**config.mk**
```make
export PLATFORM = sky130hd
export DESIGN_NAME = mct_ctrl
export DESIGN_NICKNAME = d
export VERILOG_FILES = /design/src/design/mct_pkg.sv /design/src/design/mct_ctrl.sv
export SDC_FILE = /design/constraint.sdc
export NUM_CORES = 1
export LEC_CHECK = 0
export ABC_AREA = 0
export BUFFER_PORTS_ARGS = -buffer_cell sky130_fd_sc_hd__buf_2
export CAP_MARGIN = 20
export CORE_AREA = 2 2 39 41
export CTS_BUF_LIST = sky130_fd_sc_hd__clkbuf_16
export CTS_CLUSTER_SIZE = 14
export DETAILED_ROUTE_END_ITERATION = 7
export DIE_AREA = 0 0 41 43
export GPL_ROUTABILITY_DRIVEN = 0
export PLACE_DENSITY = 0.73
export SLEW_MARGIN = 20
export SYNTH_ARGS = -nofsm -noshare
export SYNTH_HDL_FRONTEND = slang
export SYNTH_SLANG_ARGS = --single-unit
```
**constraint.sdc**
```tcl
create_clock -name clk_i -period 3.1 [get_ports clk_i]
set_clock_uncertainty 0.15 [all_clocks]
set_input_delay 0.93 -clock clk_i [delete_from_list [all_inputs] [get_ports clk_i]]
set_output_delay 0.93 -clock clk_i [all_outputs]
set_load 0.03 [all_outputs]
```
**src/design/mct_pkg.sv**
```systemverilog
package mct_pkg;

  typedef enum logic [1:0] {
    CMD_WRITE = 2'd0,
    CMD_FIND  = 2'd1,
    CMD_READ  = 2'd2,
    CMD_ERASE = 2'd3
  } cmd_e;

  typedef enum logic [2:0] {
    RES_NONE  = 3'd0,
    RES_WRITE = 3'd1,
    RES_READ  = 3'd2,
    RES_FIND  = 3'd3,
    RES_ERASE = 3'd4
  } res_sel_e;

  localparam int unsigned CodeW  = 32;
  localparam int unsigned IndexW = 11;
  localparam int unsigned FoundW = 10;

  localparam logic [CodeW-1:0] ErasedWord = 32'hFFFF_FFFF;

  // controller to datapath
  typedef struct packed {
    logic     load_item;
    logic     cnt_clr;
    logic     clear_wr;
    logic     store_wr;
    logic     rd_idx;
    logic     scan;
    res_sel_e res_sel;
    logic     out_load;
  } mct_ctl_t;

  // datapath to controller
  typedef struct packed {
    cmd_e in_cmd;
    logic clear_last;
    logic scan_end;
    logic out_free;
  } mct_sts_t;

endpackage

```
**src/design/mct_ctrl.sv**
```systemverilog
module mct_ctrl
  import mct_pkg::*;
(
  input  logic     clk_i,
  input  logic     rst_ni,
  input  logic     in_valid_i,
  output logic     in_ready_o,
  input  mct_sts_t sts_i,
  output mct_ctl_t ctl_o
);

  typedef enum logic [7:0] {
    S_INIT  = 8'b0000_0001,
    S_IDLE  = 8'b0000_0010,
    S_WRITE = 8'b0000_0100,
    S_READ  = 8'b0000_1000,
    S_RDATA = 8'b0001_0000,
    S_FIND  = 8'b0010_0000,
    S_ERASE = 8'b0100_0000,
    S_DONE  = 8'b1000_0000
  } state_e;

  state_e state_q, state_d;
  logic   accept;

  assign in_ready_o = (state_q == S_IDLE);
  assign accept     = in_valid_i && in_ready_o;

  always_comb begin
    state_d = state_q;
    ctl_o   = '0;
    ctl_o.res_sel = RES_NONE;
    unique case (state_q)
      S_INIT: begin
        ctl_o.clear_wr = 1'b1;
        if (sts_i.clear_last) state_d = S_IDLE;
      end
      S_IDLE: begin
        if (accept) begin
          ctl_o.load_item = 1'b1;
          ctl_o.cnt_clr   = 1'b1;
          unique case (sts_i.in_cmd)
            CMD_WRITE: state_d = S_WRITE;
            CMD_FIND:  state_d = S_FIND;
            CMD_READ:  state_d = S_READ;
            CMD_ERASE: state_d = S_ERASE;
            default:   state_d = S_IDLE;
          endcase
        end
      end
      S_WRITE: begin
        ctl_o.store_wr = 1'b1;
        ctl_o.res_sel  = RES_WRITE;
        state_d        = S_DONE;
      end
      S_READ: begin
        ctl_o.rd_idx = 1'b1;
        state_d      = S_RDATA;
      end
      S_RDATA: begin
        ctl_o.res_sel = RES_READ;
        state_d       = S_DONE;
      end
      S_FIND: begin
        ctl_o.scan = 1'b1;
        if (sts_i.scan_end) begin
          ctl_o.res_sel = RES_FIND;
          state_d       = S_DONE;
        end
      end
      S_ERASE: begin
        ctl_o.clear_wr = 1'b1;
        if (sts_i.clear_last) begin
          ctl_o.res_sel = RES_ERASE;
          state_d       = S_DONE;
        end
      end
      S_DONE: begin
        if (sts_i.out_free) begin
          ctl_o.out_load = 1'b1;
          state_d        = S_IDLE;
        end
      end
      default: state_d = S_INIT;
    endcase
  end

  always_ff @(posedge clk_i or negedge rst_ni) begin
    if (!rst_ni) begin
      state_q <= S_INIT;
    end else begin
      state_q <= state_d;
    end
  end

  a_accept_leaves_idle: assert property (@(posedge clk_i) disable iff (!rst_ni)
    accept |=> state_q != S_IDLE)
    else $error("controller stayed idle after an input transfer");

  a_find_exits_to_done: assert property (@(posedge clk_i) disable iff (!rst_ni)
    (state_q == S_FIND) |=> (state_q == S_FIND) || (state_q == S_DONE))
    else $error("find scan left to a wrong state");

endmodule

```
==> results of run 1 <==
## Yosys cell counts, drive strengths merged (2+ instances only)
master  instances  area share
a32o            3       0.051
and3b           2       0.029
buf             4       0.067
dfrtp           7        0.29
inv             6       0.037
nand2           4       0.029
nand2b          2       0.020
nand3           2       0.016
nor2            8       0.053
nor3            3       0.033
nor4            2       0.045
o21ai           3       0.025
o22ai           2       0.020
xnor2           2       0.029
## final cells by class
class                   count  share of cell area
clock buffers               3             0.09885
clock inverters             1            0.004942
inverters                   6             0.02965
multi-input cells          47              0.4563
flip-flops and latches      8              0.2652
well taps                  16             0.02636
repair buffers             18              0.1186
## routing by layer
metal,GRT usage,share of wire,vias up
li1,-,-,267
met1,0.2336,0.40,238
met2,0.2781,0.53,16
met3,0.06283,0.049,4
met4,0.1000,0.019,0
met5,0,0,-
## kinds of logic after synthesis
kind of cell              share of synthesized area
muxes                                       0.01636
and+or+nand+nor                              0.3600
DFF                                          0.3293
xor gates and xnor gates                    0.04295
AOI/OAI and AO/OA                            0.1472
buffers and inverters                        0.1043
## worst min-delay path by stage
stage               slack (ns)        from          to  cells past startpoint
CTS                       0.39      rst_ni  state_q[3]                      1
global placement          0.50  state_q[3]  state_q[1]                      1
global route              0.40      rst_ni  state_q[3]                      1
detailed placement        0.52  state_q[0]  state_q[0]                      1
floorplan                 0.44  state_q[3]  state_q[1]                      1
finish                    0.38      rst_ni  state_q[3]                      1
## through the flow
stage	cells	hold slack [ns]	worst slack, ns	instance area, µm²
finish	99	0.3821	0.1953	759.5
global route	99	0.3982	0.08313	759.5
CTS	99	0.3858	0.1883	759.5
detailed placement	95	0.5241	0.4332	680.7
global placement	95	0.5037	0.4661	680.7
floorplan	65	0.4450	0.3428	611.8
## power by group through the flow
stage | sequential (mW) | combinational, mW | clock [mW]
final | 0.178 | 0.231 | 0.223
after global routing | 0.184 | 0.253 | 0.233
after CTS | 0.178 | 0.236 | 0.225
after detailed placement | 0.180 | 0.235 | 0
after global placement | 0.176 | 0.230 | 0
after floorplan | 0.147 | 0.229 | 0
## worst max-delay path, stage by stage (launching register included)
cell      delay (ns)
dfrtp_1         0.48
or4_4           0.53
nor3_2          0.16
nand3b_1        0.12
nor2_1          0.10
buf_2           0.20
==> metrics.md, run 1 <==
| Metric | Value |
|---|---|
| Commonest non-fill, non-tap cells in the layout | `buf_2 (18), nor2_1 (7), dfrtp_1 (7)` |
| Routed Antenna Nets | `0` |
| Drt first pass iters | `2` |
| Clock slew at reported path FFs | `0.04 ns` |
| Setup crit start kind | `flop` |
| Status | `completed` |
| Chip height | `43 µm` |
| Mean Syn Cell Area | `9.413 µm²` |
| Max frequency | `0.3443 GHz` |
| Post-synth EDFFs | `0` |
| Tmin final | `2.905 ns` |
| Clk pwr share | `0.352` |
| Sw frac | `0.3593` |
| Routed len/inst | `13.11 µm` |
| Hold Buf Count CTS | `0` |
| Total die area | `1763 µm²` |
| P_leak | `0.3996 nW` |
| Initial antenna violation count | `0` |
| Final Max Slew Viols | `0` |
| Total Wirelength | `1.298 mm` |
| Footprint of the multi-input gates | `346.6 µm²` |
| Largest register FFs | `8` |
| WS Path Type | `flop to output port` |
| Clk sinks | `8` |
| Setup-failing EPs final | `0` |
| PostCTS Resize Cnt | `0` |
| Die X-Extent | `41 µm` |
| Sw Pwr | `0.2272 mW` |
| Syn Inst Count | `65` |
| Internal | `0.4052 mW` |
| Storage cell area | `201.4 µm²` |
| FF-to-FF path depth | `4` |
| Post-synthesis sequential area ratio | `0.3292` |
| MaxCap Viol Count | `0` |
| Port bufs | `18` |
| Tot Pwr | `0.6324 mW` |
| Most flops, register | `state_q` |
| Via density | `5.303` |
| Most common cell after layout, fill and taps aside | `buf_2` |
| Launch point of the worst reg-to-reg path | `state_q[1]` |
| Gr usage total | `0.1891` |
| Cts bufs inserted | `3` |
| Pwr dens | `832.7 nW/µm²` |
| Antenna fix cells | `0` |
| CP endpoint kind | `output port` |
| Largest regs | `state_q (8)` |
| Slew HR | `0.7719` |
| YS warnings | `0` |
| GRT overflow | `0` |
| Post-synth ARST share | `1.000` |
| Logic pwr share | `0.366` |
| Yosys reg bits | `8` |
| Fin crit share | `0.9370` |
| Synth Cell Area | `611.8 µm²` |
| Unrepaired setup endpoints after global routing | `false` |
| Kind of path behind the tightest hold check | `primary input to async pin` |
| Worst R2R Setup Slack | `1.33 ns` |
| Fillcell total | `132` |
| Main flop type after synthesis | `dfrtp_1` |
| Vias | `525` |
| CTS Buffer Depth | `2` |
| WP data required | `2.02 ns` |
| Clock root cell | `clkbuf_16` |
| Cell Rows | `14` |
| CTS tree | `built` |
| Initial Util | `0.4421` |
| Area delta synth->final | `24.13%` |
| Final hold violation count | `0` |
| H-tree levels | `1` |
| Peak VDD IR | `0.3888 mV` |
| Worst path arrival time | `1.82 ns` |
| Terminus of the critical flop-to-flop path | `state_q[1]` |
| Setup_tns | `0 ns` |
| DR DRC count | `0` |
| Largest net degree at the start of global routing | `10` |
| Distinct cells, synth | `36` |
| Worst-path fanout max | `8` |
| Core Box Area | `1384 µm²` |
| Seq pwr share | `0.282` |
| CP startpoint | `state_q[6]` |
| Worst setup path endpoint | `ctl_o[0]` |
| First-pass GRT wire length | `2.214 mm` |
| # IOs | `19` |
| Synth Net Count | `73` |
| DR iter-0 viols | `1` |
| Slew @ Worst Pin | `0.3421 ns` |
| End-of-flow core utilization | `0.5488` |
| Vias in the first global route | `492` |
| Hpwl dp | `1.019 mm` |
| Setup bufs post-CTS | `0` |
| Final nets | `92` |
| Ratio of cells with drive above 1 in the final layout | `0.3976` |
| Clock latency at the later pin of the worst-skew pair | `0.23 ns` |
(Power assumes the default switching activity.)
==> run 2: changes to the inputs <==
- PLACE_DENSITY: 0.73 -> 0.71
- RECOVER_POWER: default -> 50
==> run 2 against run 1 <==
Net effect:
- total power down 0.63%
- register-to-register slack is essentially flat
- setup slack got worse by 0.027 ns
- hold slack better by 0.071 ns
- sequential cell count unchanged
- die area is the same
- critical path depth unchanged
- via count shrank 1.9%
- critical endpoint unchanged
- largest power group unchanged
==> metrics.md, run 2 (same netlist as run 1, synthesis figures left out) <==
| Metric | Value |
|---|---|
| Antenna fix cells | `0` |
| Final hold violation count | `0` |
| Status | `completed` |
| Sw frac | `0.3571` |
| GRT overflow | `0` |
| Initial antenna violation count | `0` |
| Total Wirelength | `1.188 mm` |
| Sw Pwr | `0.2244 mW` |
| DP Cell Count | `95` |
| Slowest cell on the critical path | `or4_4` |
| PostCTS Resize Cnt | `0` |
| CTS Buffer Depth | `2` |
| Hold Buf Count CTS | `0` |
| Tmin final | `2.932 ns` |
| CP startpoint | `state_q[6]` |
| CP delay by family, top | `simple AND/OR/NAND/NOR gates` |
| First-pass GRT wire length | `2.125 mm` |
| Pwr dens | `830.2 nW/µm²` |
| Hpwl dp | `925.7 µm` |
| MaxCap Viol Count | `0` |
| Worst R2R Setup Slack | `1.34 ns` |
| Via density | `5.202` |
| Slew @ Worst Pin | `0.4171 ns` |
| Seq pwr share | `0.283` |
| End-of-flow core utilization | `0.5470` |
| Fillcell total | `134` |
| Most flops, register | `state_q` |
| Largest net degree at the start of global routing | `10` |
| Ratio of cells with drive above 1 in the final layout | `0.3735` |
| Crit path buffers/inverters | `1` |
| WP depth | `5` |
| Tot Pwr | `0.6284 mW` |
| WP data required | `2.02 ns` |
| Fin crit share | `0.9458` |
| CP endpoint kind | `output port` |
| Most common cell after layout, fill and taps aside | `buf_2` |
| Gr usage total | `0.1802` |
| Worst setup path endpoint | `ctl_o[0]` |
| Cell Rows | `14` |
| Unrepaired setup endpoints after global routing | `false` |
| Cts bufs inserted | `3` |
| WS Path Type | `flop to output port` |
| Vias | `515` |
| Non-Filler Instances | `99` |
| Internal | `0.4040 mW` |
| Chip height | `43 µm` |
| Hold Slack | `0.4528 ns` |
| Launch point of the worst reg-to-reg path | `state_q[1]` |
| Vias in the first global route | `473` |
| CTS tree | `built` |
| Setup crit start kind | `flop` |
| Clock slew at reported path FFs | `0.04 ns` |
| FF-to-FF path depth | `4` |
| Max frequency | `0.3411 GHz` |
| Die X-Extent | `41 µm` |
| Area delta synth->final | `23.72%` |
| Total die area | `1763 µm²` |
| Cell Chain, Critical Path | `or4_4 > nor3_2 > nand3b_1 > nor2_1 > buf_2` |
| Worst-path fanout max | `8` |
| Terminus of the critical flop-to-flop path | `state_q[1]` |
| Setup-failing EPs final | `0` |
| H-tree levels | `1` |
| DR iter-0 viols | `9` |
| Setup bufs post-CTS | `0` |
| Worst path arrival time | `1.85 ns` |
| Slew HR | `0.7220` |
| Port bufs | `18` |
| Routed Antenna Nets | `0` |
| DR DRC count | `0` |
| Clock latency at the later pin of the worst-skew pair | `0.23 ns` |
| Crit path largest cell delay | `0.54 ns` |
| Logic pwr share | `0.368` |
| Clk pwr share | `0.349` |
| Initial Util | `0.4421` |
| Final nets | `92` |
| Kind of path behind the tightest hold check | `primary input to async pin` |
| Routed len/inst | `12.00 µm` |
| Clk sinks | `8` |
| Final Max Slew Viols | `0` |
| Clock root cell | `clkbuf_16` |
| Peak VDD IR | `0.5513 mV` |
| Core Box Area | `1384 µm²` |
| Largest register FFs | `8` |
| Drt first pass iters | `4` |
| # IOs | `19` |
| Largest regs | `state_q (8)` |
| P_leak | `0.3966 nW` |
| Setup_tns | `0 ns` |
| Commonest non-fill, non-tap cells in the layout | `buf_2 (17), nor2_1 (7), dfrtp_1 (7)` |
run 2: metrics by stage:
step | setup slack [ns] | area [µm²]
after floorplan | 0.3428 | 611.8
after detailed placement | 0.4092 | 680.7
after CTS | 0.1531 | 759.5
after global routing | 0.01830 | 757.0
final | 0.1679 | 757.0
after global placement | 0.4326 | 680.7
run 2: how the worst min path moves through the flow:
stage | from | end | cells after the start
final | rst_ni | state_q[3] | 1
after global routing | rst_ni | state_q[3] | 1
after CTS | rst_ni | state_q[3] | 1
after detailed placement | state_q[3] | state_q[1] | 1
after global placement | state_q[0] | state_q[0] | 1
after floorplan | state_q[3] | state_q[1] | 1
run 2: final cells by class:
type	instances	area (µm²)	share of cell area
timing repair buffer	18	88.84	0.1174
multi-input combinational	47	345.3	0.4562
clock buffer	3	75.07	0.09917
tap	16	20.02	0.02645
inverter	6	22.52	0.02975
sequential	8	201.4	0.2661
clock inverter	1	3.754	0.004959
run 2: power by group through the flow:
stage,clock [mW],combinational (mW),sequential (mW)
5_1_grt,0.233,0.257,0.182
3_5_place_dp,0,0.235,0.178
6_report,0.219,0.231,0.178
4_1_cts,0.223,0.235,0.177
3_3_place_gp,0,0.232,0.176
2_1_floorplan,0,0.229,0.147
run 2: metal layers:
metal / global-route usage / wire length, µm
met5: 0 / 0
met4: 0.1200 / 27
met3: 0.03141 / 45
met2: 0.2375 / 539
met1: 0.2593 / 576
